$ cat src/hw/rtl/mlr_pkg.sv
// ----------------------------------------------------------------------------
// mlr_pkg
// shared types and constants of the multichannel linear ramp block
// ----------------------------------------------------------------------------
package mlr_pkg;

  localparam int DEF_NUM_CHANNELS = 8;
  localparam int DEF_VALUE_WIDTH  = 32;

  localparam int CH_W    = 3;   // channel field width
  localparam int PORT_VW = 32;  // value field width on the ports
  localparam int LEN_W   = 24;  // ramp length in ms
  localparam int TIME_W  = 32;  // time stamp in ms
  localparam int FRAC_W  = 16;  // fraction bits of the ratio
  localparam int RATIO_W = FRAC_W + 1;  // Q0.16 plus one bit for exactly 1.0

  typedef enum logic [1:0] {
    KIND_SET  = 2'd0,
    KIND_LOAD = 2'd1,
    KIND_STOP = 2'd2,
    KIND_TICK = 2'd3
  } kind_t;

  // controller to datapath
  typedef struct packed {
    logic take;       // item transfer, latch payload
    logic set_wr;     // write current value of item channel
    logic cur_rd;     // read current value of item channel
    logic load_wr;    // write start and target of item channel
    logic run_clear;  // stop the ramp
    logic div_start;  // start ratio division
    logic idx_clear;  // channel sweep from zero
    logic idx_inc;    // next channel of sweep
    logic st_rd;      // read start and target of sweep channel
    logic diff_en;    // register direction and distance
    logic mul_en;     // register scaled step
    logic emit;       // write back and present result
  } cmd_t;

  // datapath to controller
  typedef struct packed {
    kind_t kind;
    logic  ch_ok;
    logic  running;
    logic  done;
    logic  div_busy;
    logic  idx_last;
    logic  out_free;
  } status_t;

endpackage

$ cat src/hw/rtl/mlr_if.sv
// ----------------------------------------------------------------------------
// mlr_in_if / mlr_out_if
// valid/ready channels for ramp items and emitted channel values
// ----------------------------------------------------------------------------
interface mlr_in_if;
  logic               valid;
  logic               ready;
  logic [1:0]         kind;
  logic [2:0]         channel;
  logic signed [31:0] value;
  logic               last;
  logic [23:0]        ramp_ms;
  logic [31:0]        now_ms;

  modport source (output valid, kind, channel, value, last, ramp_ms, now_ms,
                  input ready);
  modport sink   (input valid, kind, channel, value, last, ramp_ms, now_ms,
                  output ready);
endinterface

interface mlr_out_if;
  logic               valid;
  logic               ready;
  logic [2:0]         out_channel;
  logic signed [31:0] out_value;
  logic               out_last;
  logic               finished;

  modport source (output valid, out_channel, out_value, out_last, finished,
                  input ready);
  modport sink   (input valid, out_channel, out_value, out_last, finished,
                  output ready);
endinterface

$ cat src/hw/rtl/mlr_div.sv
// ----------------------------------------------------------------------------
// mlr_div
// serial restoring divider, ratio = elapsed * 2^16 / length, one bit a cycle
// ----------------------------------------------------------------------------
module mlr_div (
  input  logic                        clk,
  input  logic                        rst,
  input  logic                        start,
  input  logic [mlr_pkg::LEN_W-1:0]   dividend,
  input  logic [mlr_pkg::LEN_W-1:0]   divisor,
  output logic                        busy,
  output logic [mlr_pkg::RATIO_W-1:0] quotient
);
  import mlr_pkg::*;

  localparam int CNT_W = $clog2(RATIO_W + 1);

  logic [LEN_W:0]   rem;
  logic [LEN_W:0]   rem_diff;
  logic [LEN_W:0]   rem_keep;
  logic [CNT_W-1:0] cnt;
  logic             ge;

  // dividend never exceeds divisor, so the first step gives the integer bit
  assign ge       = rem >= {1'b0, divisor};
  assign rem_diff = rem - {1'b0, divisor};
  assign rem_keep = ge ? rem_diff : rem;

  always_ff @(posedge clk) begin
    if (rst) begin
      busy <= 1'b0;
      cnt  <= '0;
    end else if (start) begin
      busy <= 1'b1;
      cnt  <= CNT_W'(RATIO_W);
    end else if (busy) begin
      cnt <= cnt - 1'b1;
      if (cnt == CNT_W'(1)) begin
        busy <= 1'b0;
      end
    end
  end

  always_ff @(posedge clk) begin
    if (start) begin
      rem <= {1'b0, dividend};
    end else if (busy) begin
      rem      <= {rem_keep[LEN_W-1:0], 1'b0};
      quotient <= {quotient[RATIO_W-2:0], ge};
    end
  end

endmodule

$ cat src/hw/rtl/mlr_ctrl.sv
// ----------------------------------------------------------------------------
// mlr_ctrl
// item sequencer: decode, ratio divide wait, per channel sweep
// ----------------------------------------------------------------------------
module mlr_ctrl (
  input  logic             clk,
  input  logic             rst,
  input  logic             items_valid,
  output logic             items_ready,
  input  mlr_pkg::status_t status,
  output mlr_pkg::cmd_t    cmd
);
  import mlr_pkg::*;

  typedef enum logic [2:0] {
    ST_IDLE,
    ST_DECODE,
    ST_LOAD_WR,
    ST_DIV,
    ST_RD,
    ST_DIFF,
    ST_MUL,
    ST_EMIT
  } state_t;

  state_t state;
  state_t state_next;
  logic   rdy;

  assign items_ready = rdy;

  always_comb begin
    cmd        = '0;
    state_next = state;
    cmd.take   = items_valid && rdy;
    case (state)
      ST_IDLE: begin
        if (cmd.take) begin
          state_next = ST_DECODE;
        end
      end
      ST_DECODE: begin
        state_next = ST_IDLE;
        case (status.kind)
          KIND_SET: begin
            cmd.set_wr    = status.ch_ok;
            cmd.run_clear = 1'b1;
          end
          KIND_LOAD: begin
            if (status.ch_ok) begin
              cmd.cur_rd = 1'b1;
              state_next = ST_LOAD_WR;
            end
          end
          KIND_STOP: begin
            cmd.run_clear = 1'b1;
          end
          KIND_TICK: begin
            if (status.running) begin
              cmd.idx_clear = 1'b1;
              if (status.done) begin
                cmd.run_clear = 1'b1;
                state_next    = ST_RD;
              end else begin
                cmd.div_start = 1'b1;
                state_next    = ST_DIV;
              end
            end
          end
          default: begin
            state_next = ST_IDLE;
          end
        endcase
      end
      ST_LOAD_WR: begin
        cmd.load_wr = 1'b1;
        state_next  = ST_IDLE;
      end
      ST_DIV: begin
        if (!status.div_busy) begin
          state_next = ST_RD;
        end
      end
      ST_RD: begin
        cmd.st_rd  = 1'b1;
        state_next = status.done ? ST_EMIT : ST_DIFF;
      end
      ST_DIFF: begin
        cmd.diff_en = 1'b1;
        state_next  = ST_MUL;
      end
      ST_MUL: begin
        cmd.mul_en = 1'b1;
        state_next = ST_EMIT;
      end
      ST_EMIT: begin
        if (status.out_free) begin
          cmd.emit = 1'b1;
          if (status.idx_last) begin
            state_next = ST_IDLE;
          end else begin
            cmd.idx_inc = 1'b1;
            state_next  = ST_RD;
          end
        end
      end
      default: begin
        state_next = ST_IDLE;
      end
    endcase
  end

  always_ff @(posedge clk) begin
    if (rst) begin
      state <= ST_IDLE;
      rdy   <= 1'b1;
    end else begin
      state <= state_next;
      rdy   <= (state_next == ST_IDLE);
    end
  end

  a_ready_idle: assert property (@(posedge clk) disable iff (rst)
    rdy |-> state == ST_IDLE)
    else $error("ready outside idle");

  a_decode_after_take: assert property (@(posedge clk) disable iff (rst)
    state == ST_DECODE |-> $past(items_valid && rdy))
    else $error("decode without item transfer");

  a_sweep_end_ready: assert property (@(posedge clk) disable iff (rst)
    (state == ST_EMIT && status.out_free && status.idx_last) |=> rdy)
    else $error("not ready after last channel");

endmodule

$ cat src/hw/rtl/mlr_dp.sv
// ----------------------------------------------------------------------------
// mlr_dp
// channel stores, ramp registers, ratio divider, interpolation and result reg
// ----------------------------------------------------------------------------
module mlr_dp #(
  parameter int NUM_CHANNELS = mlr_pkg::DEF_NUM_CHANNELS,
  parameter int VALUE_WIDTH  = mlr_pkg::DEF_VALUE_WIDTH
) (
  input  logic                        clk,
  input  logic                        rst,
  input  logic [1:0]                  kind,
  input  logic [mlr_pkg::CH_W-1:0]    channel,
  input  logic [mlr_pkg::PORT_VW-1:0] value,
  input  logic                        last,
  input  logic [mlr_pkg::LEN_W-1:0]   ramp_ms,
  input  logic [mlr_pkg::TIME_W-1:0]  now_ms,
  input  mlr_pkg::cmd_t               cmd,
  output mlr_pkg::status_t            status,
  mlr_out_if.source                   results
);
  import mlr_pkg::*;

  localparam int W  = VALUE_WIDTH;
  localparam int IW = (NUM_CHANNELS > 1) ? $clog2(NUM_CHANNELS) : 1;
  localparam int XW = (IW > CH_W) ? IW : CH_W;

  // latched item
  kind_t             q_kind;
  logic [CH_W-1:0]   q_ch;
  logic [W-1:0]      q_val;
  logic              q_last;
  logic [LEN_W-1:0]  q_rms;
  logic [TIME_W-1:0] q_now;

  // ramp state
  logic              running;
  logic [IW-1:0]     last_idx;
  logic [TIME_W-1:0] start_time;
  logic [TIME_W:0]   end_time;
  logic [LEN_W-1:0]  ramp_len;

  // channel stores
  logic [W-1:0] cur_mem    [NUM_CHANNELS];
  logic [W-1:0] start_mem  [NUM_CHANNELS];
  logic [W-1:0] target_mem [NUM_CHANNELS];
  logic [NUM_CHANNELS-1:0] cur_vld;
  logic [W-1:0] cur_rd;
  logic         cur_rd_vld;
  logic [W-1:0] start_rd;
  logic [W-1:0] target_rd;

  logic [IW-1:0]     idx;
  logic [XW-1:0]     ch_x;
  logic [XW-1:0]     idx_x;
  logic [IW-1:0]     ch_idx;
  logic              ch_ok;
  logic              done;
  logic [TIME_W-1:0] elapsed;

  logic               div_busy;
  logic [RATIO_W-1:0] ratio;

  logic             up;
  logic [W-1:0]     span;
  logic [W-1:0]     base;
  logic [W-1:0]     step;
  logic [W+RATIO_W-1:0] prod;
  logic [W-1:0]     lerp_val;
  logic [W-1:0]     emit_val;
  logic [IW-1:0]    cur_wa;
  logic [W-1:0]     cur_wd;
  logic             out_vld;

  assign ch_x   = XW'(q_ch);
  assign ch_idx = ch_x[IW-1:0];
  assign idx_x  = XW'(idx);
  assign ch_ok  = {{(32-CH_W){1'b0}}, q_ch} < 32'(NUM_CHANNELS);

  assign done    = ({1'b0, q_now} > end_time) || (ramp_len == '0);
  assign elapsed = (q_now >= start_time) ? q_now - start_time : '0;

  always_ff @(posedge clk) begin
    if (cmd.take) begin
      q_kind <= kind_t'(kind);
      q_ch   <= channel;
      q_val  <= W'(value);
      q_last <= last;
      q_rms  <= ramp_ms;
      q_now  <= now_ms;
    end
  end

  always_ff @(posedge clk) begin
    if (rst) begin
      running    <= 1'b0;
      last_idx   <= '0;
      start_time <= '0;
      end_time   <= '0;
      ramp_len   <= '0;
    end else begin
      if (cmd.run_clear) begin
        running <= 1'b0;
      end
      if (cmd.set_wr && q_last) begin
        last_idx <= ch_idx;
      end
      if (cmd.load_wr && q_last) begin
        last_idx   <= ch_idx;
        ramp_len   <= q_rms;
        start_time <= q_now;
        end_time   <= {1'b0, q_now} + (TIME_W+1)'(q_rms);
        running    <= 1'b1;
      end
    end
  end

  always_ff @(posedge clk) begin
    if (rst) begin
      idx <= '0;
    end else if (cmd.idx_clear) begin
      idx <= '0;
    end else if (cmd.idx_inc) begin
      idx <= idx + 1'b1;
    end
  end

  mlr_div u_div (
    .clk      (clk),
    .rst      (rst),
    .start    (cmd.div_start),
    .dividend (elapsed[LEN_W-1:0]),
    .divisor  (ramp_len),
    .busy     (div_busy),
    .quotient (ratio)
  );

  // current value store, unwritten entries read as zero
  assign cur_wa = cmd.set_wr ? ch_idx : idx;
  assign cur_wd = cmd.set_wr ? q_val : emit_val;

  always_ff @(posedge clk) begin
    if (cmd.set_wr || cmd.emit) begin
      cur_mem[cur_wa] <= cur_wd;
    end
    if (cmd.cur_rd) begin
      cur_rd <= cur_mem[ch_idx];
    end
  end

  always_ff @(posedge clk) begin
    if (rst) begin
      cur_vld    <= '0;
      cur_rd_vld <= 1'b0;
    end else begin
      if (cmd.set_wr || cmd.emit) begin
        cur_vld[cur_wa] <= 1'b1;
      end
      if (cmd.cur_rd) begin
        cur_rd_vld <= cur_vld[ch_idx];
      end
    end
  end

  always_ff @(posedge clk) begin
    if (cmd.load_wr) begin
      start_mem[ch_idx]  <= cur_rd_vld ? cur_rd : '0;
      target_mem[ch_idx] <= q_val;
    end
    if (cmd.st_rd) begin
      start_rd  <= start_mem[idx];
      target_rd <= target_mem[idx];
    end
  end

  // interpolation: start moved toward target by floor(|target - start| * ratio / 2^16)
  assign prod = (W+RATIO_W)'(span) * (W+RATIO_W)'(ratio);

  always_ff @(posedge clk) begin
    if (cmd.diff_en) begin
      up   <= $signed(target_rd) >= $signed(start_rd);
      span <= ($signed(target_rd) >= $signed(start_rd)) ? target_rd - start_rd
                                                         : start_rd - target_rd;
      base <= start_rd;
    end
    if (cmd.mul_en) begin
      step <= prod[W+FRAC_W-1:FRAC_W];
    end
  end

  assign lerp_val = up ? base + step : base - step;
  assign emit_val = done ? target_rd : lerp_val;

  // result register
  always_ff @(posedge clk) begin
    if (rst) begin
      out_vld <= 1'b0;
    end else if (cmd.emit) begin
      out_vld <= 1'b1;
    end else if (results.ready) begin
      out_vld <= 1'b0;
    end
  end

  always_ff @(posedge clk) begin
    if (cmd.emit) begin
      results.out_channel <= idx_x[CH_W-1:0];
      results.out_value   <= PORT_VW'(emit_val);
      results.out_last    <= (idx == last_idx);
      results.finished    <= done;
    end
  end

  assign results.valid = out_vld;

  assign status.kind     = q_kind;
  assign status.ch_ok    = ch_ok;
  assign status.running  = running;
  assign status.done     = done;
  assign status.div_busy = div_busy;
  assign status.idx_last = (idx == last_idx);
  assign status.out_free = !out_vld || results.ready;

  a_emit_slot_free: assert property (@(posedge clk) disable iff (rst)
    cmd.emit |-> (!out_vld || results.ready))
    else $error("result overwritten");

  a_div_starts: assert property (@(posedge clk) disable iff (rst)
    cmd.div_start |=> div_busy)
    else $error("divider did not start");

  a_ratio_range: assert property (@(posedge clk) disable iff (rst)
    cmd.mul_en |-> ratio <= RATIO_W'(1 << FRAC_W))
    else $error("ratio above one");

  a_store_in_range: assert property (@(posedge clk) disable iff (rst)
    (cmd.set_wr || cmd.load_wr) |-> ch_ok)
    else $error("channel store write out of range");

endmodule

$ cat src/hw/rtl/multichannel_linear_ramp.sv
// ----------------------------------------------------------------------------
// multichannel_linear_ramp
// multichannel linear ramp generator with per tick interpolated channel values
// ----------------------------------------------------------------------------
// set and stop items: decoded after transfer, then ready again
// load target items: the current value read before start is written
// ticks ending the ramp: per channel read, then write back of the target
// running ticks: serial ratio divider first, then read, distance, multiply and
//   write back per channel
// reset: synchronous, stopped, one channel, all current values read as zero
module multichannel_linear_ramp #(
  parameter int NUM_CHANNELS = mlr_pkg::DEF_NUM_CHANNELS,
  parameter int VALUE_WIDTH  = mlr_pkg::DEF_VALUE_WIDTH
) (
  input  logic      clk,
  input  logic      rst,
  mlr_in_if.sink    items,
  mlr_out_if.source results
);
  import mlr_pkg::*;

  // command and status between sequencer and datapath
  cmd_t    cmd;
  status_t status;

  // sequencer: one item at a time, ready only while idle
  mlr_ctrl u_ctrl (
    .clk         (clk),
    .rst         (rst),
    .items_valid (items.valid),
    .items_ready (items.ready),
    .status      (status),
    .cmd         (cmd)
  );

  // datapath: item latch, channel stores, divider, interpolation, result register
  mlr_dp #(
    .NUM_CHANNELS (NUM_CHANNELS),
    .VALUE_WIDTH  (VALUE_WIDTH)
  ) u_dp (
    .clk     (clk),
    .rst     (rst),
    .kind    (items.kind),
    .channel (items.channel),
    .value   (items.value),
    .last    (items.last),
    .ramp_ms (items.ramp_ms),
    .now_ms  (items.now_ms),
    .cmd     (cmd),
    .status  (status),
    .results (results)
  );

endmodule
$ cat src/flat_wrapper.sv
// flat-port wrapper written by rule: the top's interface ports become plain ports
module multichannel_linear_ramp_flat import mlr_pkg::*;
#(
  parameter int NUM_CHANNELS = mlr_pkg::DEF_NUM_CHANNELS,
  parameter int VALUE_WIDTH  = mlr_pkg::DEF_VALUE_WIDTH
)
  (clk, rst, items_valid, items_kind, items_channel, items_value, items_last, items_ramp_ms, items_now_ms, items_ready, results_valid, results_out_channel, results_out_value, results_out_last, results_finished, results_ready);
  mlr_in_if items_i ();
  mlr_out_if results_i ();
  input  logic clk;
  input  logic rst;
  input wire logic [$bits(items_i.valid)-1:0] items_valid;
  input wire logic [$bits(items_i.kind)-1:0] items_kind;
  input wire logic [$bits(items_i.channel)-1:0] items_channel;
  input wire logic [$bits(items_i.value)-1:0] items_value;
  input wire logic [$bits(items_i.last)-1:0] items_last;
  input wire logic [$bits(items_i.ramp_ms)-1:0] items_ramp_ms;
  input wire logic [$bits(items_i.now_ms)-1:0] items_now_ms;
  output wire logic [$bits(items_i.ready)-1:0] items_ready;
  output wire logic [$bits(results_i.valid)-1:0] results_valid;
  output wire logic [$bits(results_i.out_channel)-1:0] results_out_channel;
  output wire logic [$bits(results_i.out_value)-1:0] results_out_value;
  output wire logic [$bits(results_i.out_last)-1:0] results_out_last;
  output wire logic [$bits(results_i.finished)-1:0] results_finished;
  input wire logic [$bits(results_i.ready)-1:0] results_ready;
  assign items_i.valid = items_valid;
  assign items_i.kind = items_kind;
  assign items_i.channel = items_channel;
  assign items_i.value = items_value;
  assign items_i.last = items_last;
  assign items_i.ramp_ms = items_ramp_ms;
  assign items_i.now_ms = items_now_ms;
  assign items_ready = items_i.ready;
  assign results_valid = results_i.valid;
  assign results_out_channel = results_i.out_channel;
  assign results_out_value = results_i.out_value;
  assign results_out_last = results_i.out_last;
  assign results_finished = results_i.finished;
  assign results_i.ready = results_ready;
  multichannel_linear_ramp #(.NUM_CHANNELS(NUM_CHANNELS), .VALUE_WIDTH(VALUE_WIDTH)) u_core (.clk(clk), .rst(rst), .items(items_i), .results(results_i));
endmodule
$ cat config.mk
export PLATFORM = sky130hd
export DESIGN_NAME = multichannel_linear_ramp_flat
export DESIGN_NICKNAME = d
export VERILOG_FILES = /design/src/hw/rtl/mlr_pkg.sv /design/src/hw/rtl/mlr_if.sv /design/src/hw/rtl/mlr_div.sv /design/src/hw/rtl/mlr_ctrl.sv /design/src/hw/rtl/mlr_dp.sv /design/src/hw/rtl/multichannel_linear_ramp.sv /design/src/flat_wrapper.sv
export SDC_FILE = /design/constraint.sdc
export NUM_CORES = 2
export LEC_CHECK = 0
export BUFFER_PORTS_ARGS = -buffer_cell sky130_fd_sc_hd__clkbuf_2
export CORE_MARGIN = 2
export CORE_UTILIZATION = 45
export DETAILED_ROUTE_END_ITERATION = 10
export HOLD_SLACK_MARGIN = 0.15
export PLACE_DENSITY = 0.65
export SYNTH_ARGS = -nofsm -noshare
export SYNTH_HDL_FRONTEND = slang
export SYNTH_SLANG_ARGS = --single-unit
$ cat constraint.sdc
create_clock -name clk -period 6.19 [get_ports clk]
set_input_delay 0.619 -clock clk [delete_from_list [all_inputs] [get_ports clk]]
set_output_delay 0.619 -clock clk [all_outputs]
set_load 0.005 [all_outputs]
======== Word level (Yosys, flattened, before mapping) ========
Memory sizes are Yosys's and may differ from the RTL's. A register that Yosys moved wholly into a read port is not among the register bits.
Cells that the tools add are included.
storage, ports and cells
  flip-flop bits (word level) ............. 386
  memory bits (writable) .................. 768
  logic and storage cells ................. 141
  memories kept ........................... 3
memory list
  name                    depth  width  rd ports  clocked after Yosys merged registers in  wr ports  RTL line      text
  u_core.u_dp.cur_mem     8      32     1         1                                        1         mlr_dp.sv:43  logic [W-1:0] cur_mem [NUM_CHANNELS];
  u_core.u_dp.start_mem   8      32     1         1                                        1         mlr_dp.sv:44  logic [W-1:0] start_mem [NUM_CHANNELS];
  u_core.u_dp.target_mem  8      32     1         1                                        1         mlr_dp.sv:45  logic [W-1:0] target_mem [NUM_CHANNELS];
cells by class
  $add $sub $neg .......................... 9
  multiply operators ...................... 1
  magnitude comparators ................... 7
  equal/unequal tests ..................... 12
  mux-type cells .......................... 56
  bitwise operators ....................... 2
  reductions and logical operators ........ 20
operators by type and width
  kind                count
  $mux 32             5
  $mux 24             4
  $sub 32x32->32      3
  $ge 32x32->1        2
  $mul 32x17->48      1
  $sub 24x24->24      2
  $add 32x24->33      1
  $gt 32x33->1        1
  $mux 3              11
  $add 32x32->32      1
  $mux 1              26
  $ge 25x24->1        1
  $logic_not 24->1    1
  $pmux 3 s8          1
  $eq 3x3->1 const B  4
  $mux 5              2
  $lt 3x4->1 const B  2
  $or 8x8->8          1
  $reduce_bool 2->1   4
  $eq 3x2->1 const B  2
  $logic_not 3->1     2
  $mux 2              3
  $pmux 3 s2          1
  $reduce_or 2->1     3
  other kinds (17)    23

======== Depth between registers and ports, before layout ========
  depth after elaboration ................. 9
  mapped depth ............................ 25
  depth with buffers taken out ............ 24

======== By module ========
A second synthesis with hierarchy kept.
second synthesis, totals
  cells, all modules ...................... 5855
  area, all modules ....................... 72981.2 µm²
modules (own cells, without submodules)
  module    times used  cells each  area each (µm²)  seq. area each (µm²)
  mlr_dp    1           5427        69132.6          34913.5
  mlr_div   1           376         3480.8           1371.3
  mlr_ctrl  1           52          367.9            80.1

======== Worst setup path after synthesis ========
OpenSTA, ideal clock, no wires.
  kind .................................... register to register
  start point ............................. reg u_core.u_dp.span[27]
  end point ............................... reg u_core.u_dp.step[25] (data pin)
  arrival ................................. 5.977 ns
  required time ........................... 5.932 ns
  path slack .............................. -0.045 ns
  stages on the path, launching flop included .. 26
  cell sequence ........................... edfxtp_1 clkbuf_1 clkbuf_1 nand2_1 fa_1 inv_1 fa_1 inv_1 fa_1 inv_1 fa_1 fa_1 inv_1 fa_1 inv_1 ha_1 a21o_1 a21o_1 a21oi_1 o21ai_0 or3_1 a211oi_1 nor2_1 a211o_1 a21oi_1 xnor2_1
on the way
  word-level cells in the longest chain between the ends .. 1
ends and longest elaborated chain
  item                      RTL line       text
  start: declaration        mlr_dp.sv:64   logic [W-1:0] span;
  start signal: assignment  mlr_dp.sv:181  span <= ($signed(target_rd) >= $signed(start_rd)) ? target_rd - start_rd
  $mul 32x17->48            mlr_dp.sv:176  assign prod = (W+RATIO_W)'(span) * (W+RATIO_W)'(ratio);
  net u_core.u_dp.prod[41]  mlr_dp.sv:67   logic [W+RATIO_W-1:0] prod;
  end signal: assignment    mlr_dp.sv:186  step <= prod[W+FRAC_W-1:FRAC_W];
  end: declaration          mlr_dp.sv:66   logic [W-1:0] step;
The timed path passes the listed nets, and every way through them passes these cells.
A chain may end at the register's enable or synchronous reset.

======== Worst setup path in the final report ========
  start point ............................. reg u_core.u_dp.u_div.quotient[5] (netlist bit)
  end point ............................... reg u_core.u_dp.step[31] (data pin)
on the way
  word-level cells in the longest chain between the ends .. 1
ends and longest elaborated chain
  item                      RTL line       text
  start: declaration        mlr_div.sv:12  output logic [mlr_pkg::RATIO_W-1:0] quotient
  start signal: assignment  mlr_div.sv:49  quotient <= {quotient[RATIO_W-2:0], ge};
  $mul 32x17->48            mlr_dp.sv:176
  net u_core.u_dp.prod[47]  mlr_dp.sv:67
The timed path passes the listed nets, and every way through them passes these cells.

==> impl_metrics.env <==
export IMPL_overflow=0
export IMPL_seq_area_frac_synth_pct=50.7
export IMPL_timing_rr_start="u_core.u_dp.u_div.quotient[5]"
export IMPL_grt_setup_unrepaired="yes"
export IMPL_endpoint_kind="flip-flop"
export IMPL_final_setup_worst_slack_ns=-0.284
export IMPL_drc=0
export IMPL_via_per_inst=5.53
export IMPL_synth_compound_area_share_pct=8.23
export IMPL_finalCritPeriodShare_pct=105
export IMPL_start_util_pct=45.3
export IMPL_hold_viol=0
export IMPL_p_switching_mw=3.85
export IMPL_cts_max_level=4
export IMPL_drv_cap=0
export IMPL_worstSetupPathType="reg -> reg"
export IMPL_critPathSlowestCell="fa_1"
export IMPL_placedInstanceArea_um2=76600
export IMPL_p_per_area_nw_per_um2=213
export IMPL_finalSetupViolCount=13
export IMPL_netSwitchingFraction_pct=21.8
export IMPL_cp_required_ns=6.70
export IMPL_synth_area_um2=71800
export IMPL_die_y_um=403
export IMPL_fin_nets=7140
export IMPL_r2r_slack_ns=-0.28
export IMPL_critPathMaxStageDelay_ns=0.60
export IMPL_syn_inst=5818
export IMPL_antenna_found_initial=5
export IMPL_path_common_cell="fa_1"
export IMPL_p_comb_share_pct=3.8
export IMPL_timing_rr_end="u_core.u_dp.step[31]"
export IMPL_fin_skew_ns=0.0306
export IMPL_synth_edf_count=1133
export IMPL_violations="negative setup slack"
export IMPL_final_area_um2=82900
export IMPL_num_rows=146
export IMPL_dr_pass1_iters=5
export IMPL_final_common_cell="edfxtp_1"
export IMPL_vdd_drop_max_v=0.000241
export IMPL_grt_pass1_wl_um=282000
export IMPL_p_leak_nw=32.7
export IMPL_cp_arrival_ns=6.98
export IMPL_nFillCells=13199
export IMPL_grt_pass1_vias=47440
export IMPL_multiInputGateArea_um2=32400
export IMPL_portBuffers=136
export IMPL_relSlewSlack_pct=6.94
export IMPL_drt_iter0_drc=3868
export IMPL_synth_top_family_by_area="adder cells"
export IMPL_seqCellArea_um2=36400
export IMPL_synthSimpleGateAreaFrac_pct=9.49
export IMPL_finalPower_mw=17.6
export IMPL_p_clk_share_pct=43.3
export IMPL_yosys_cell_types_count=78
export IMPL_syn2layout_area_growth_pct=15.5
export IMPL_sequentialPowerShare_pct=52.9
export IMPL_worst_slew_pin_slew_ns=1.39
export IMPL_p_int_mw=13.8
export IMPL_reg2reg_depth=26
export IMPL_clk_latency_ns=0.77
export IMPL_clock_fmax_mhz=154
export IMPL_clock_sinks=1250
export IMPL_cts_clk_slew_worst_paths_ns=0.06
export IMPL_wl_per_cell_um=21.5
export IMPL_num_io_pins=137
export IMPL_clk_path_buf_depth=3
export IMPL_postRouteAntennaNets=0
export IMPL_cts_buffers=130
export IMPL_final_max_slew_viol_count=0
export IMPL_die_area_um2=163000
export IMPL_grt_max_degree=105
export IMPL_hpwl_um=126000
export IMPL_final_cell_mix="edfxtp_1, inv_1, nand2_1"
export IMPL_core_area_um2=158000
export IMPL_synth_area_per_cell_um2=12.3
export IMPL_synth_fp_nets=6695
export IMPL_critPathCapture="u_core.u_dp.step[31]"
export IMPL_drive_above_1_share_pct=16.4
export IMPL_hp_class="in -> reg"
export IMPL_yosysWarnings=0
export IMPL_muxShareOfSynthArea_pct=5.78
export IMPL_synth_xor_area_share_pct=2.36
export IMPL_ys_ff_latch=1250
export IMPL_fin_crit_ns=6.47
export IMPL_cts_root_buf="clkbuf_16"
export IMPL_crit_fanout=7
export IMPL_die_x_um=403
export IMPL_place_gp_congestion=0.915
export IMPL_synthFlopType="edfxtp_1"
export IMPL_cts_tree="built"
export IMPL_wl_um=181000
export IMPL_grt_util_all_layers_pct=22.5
export IMPL_async_reset_ff_share_pct=0
export IMPL_startpoint="u_core.u_dp.u_div.quotient[5]"
export IMPL_synth_adder_area_share_pct=18.3
export IMPL_status="complete, but fails checks"
export IMPL_start_kind="flip-flop"
export IMPL_vias=46651
logic make-up (layout without fill, tap and decap cells):
family                     count (synthesis)  after routing
AOI/OAI and AO/OA                        919            919
xor gates and xnor gates                 193            193
adders and majority gates                779            779
buffers and inverters                    988           1531
DFF                                     1250           1250
muxes                                    243            243
other                                      0              1
and+or+nand+nor                         1446           1446
routing by layer:
layer  global-route usage [%]  vias up  share of wire (%)  routed length, µm
met5                        0        -              0.015                 27
met4                     5.99        4                2.4               4410
met3                     3.95      277                7.5              13600
met2                     35.1     1624                 46              82900
met1                     32.6    23582                 44              80200
li1                         -    21164                  -                  -
layout make-up:
class | instances | area share, %
multi-input cells | 3580 | 39.1
diodes | 1 | 0.00302
inverters | 737 | 3.34
well taps | 2072 | 3.13
clock inverters | 74 | 0.850
clock buffers | 156 | 4.13
repair buffers | 564 | 5.60
flip-flops and latches | 1250 | 43.9
per-stage QoR:
stage                     utilization (%)  instances  setup TNS, ns  hold WS [ns]  worst slack [ns]
after floorplan                         -       5818              0         0.426          0.000381
after global placement               48.4       8050          -8.62         0.442            -0.980
after detailed placement             48.4       8050          -8.13         0.446            -0.957
after CTS                            52.1       8417          -1.58         0.312            -0.259
after global routing                 52.4       8434          -5.24         0.343            -0.493
final                                52.4       8434          -2.02         0.358            -0.284
sequential cells by signal, indices dropped and copies added (netlist names), 33 cells and up:
signal / count
u_core.u_dp.cur_mem: 256
u_core.u_dp.start_mem: 256
u_core.u_dp.target_mem: 256
u_core.u_dp.end_time: 33
synth_stat cells (18+ instances only):
cell	number	area share, %
a211oi_1	26	0.27
a21o_1	114	1.2
a21oi_1	302	2.1
a22oi_1	133	1.4
and2_1	258	2.2
and3_1	29	0.25
buf_1	21	0.11
clkbuf_1	228	1.2
dfxtp_1	117	3.3
edfxtp_1	1133	47
fa_1	452	13
ha_1	327	5.7
inv_1	735	3.8
mux2_2	91	1.4
mux2i_1	24	0.33
mux4_2	128	4.0
nand2_1	624	3.3
nand2b_1	21	0.18
nand3_1	36	0.25
nand4_1	68	0.59
nor2_1	256	1.3
nor2b_1	26	0.23
nor3_1	52	0.36
nor4_1	18	0.16
o211ai_1	20	0.21
o21a_1	27	0.28
o21ai_0	119	0.83
o21bai_1	39	0.41
o22ai_1	29	0.25
xnor2_1	94	1.1
xor2_1	99	1.2
worst min path at each step:
stage,start,to,slack [ns],depth (start not counted)
finish,results_ready,u_core.u_dp.results.valid,0.36,3
global route,results_ready,u_core.u_dp.results.valid,0.34,3
CTS,results_ready,u_core.u_dp.results.valid,0.31,3
detailed placement,u_core.u_dp.end_time[13],u_core.u_dp.end_time[13],0.45,2
global placement,u_core.u_dp.end_time[5],u_core.u_dp.end_time[5],0.44,2
floorplan,u_core.u_dp.start_rd[31],u_core.u_dp.base[31],0.43,0
power groups by stage:
stage / combinational, mW / clock, mW / sequential (mW)
floorplan: 0.400 / 0 / 9.46
global placement: 0.595 / 0 / 9.51
detailed placement: 0.608 / 0 / 9.51
CTS: 0.663 / 7.77 / 9.33
global route: 0.740 / 8.09 / 9.34
finish: 0.672 / 7.64 / 9.34
critical path: cells and delay by family, from the launching register on:
kind                     cells  cell delay (ns)
flip-flops                   1             0.41
adder cells (fa/ha/maj)      7             3.30
AND/OR/NAND/NOR              1             0.14
AO/OA/AOI/OAI                9             1.47
buffers and inverters        8             0.81
XOR/XNOR                     1             0.08
what timing repair did:
action	in CTS	in global routing
endpoints found under the setup margin	25	25
buffers inserted	45	20
cloned	1	1
endpoints found under the hold margin	94	0
pin swaps	101	73
gates resized for setup	111	76
hold buffers	94	0
(Power assumes the default switching activity.)
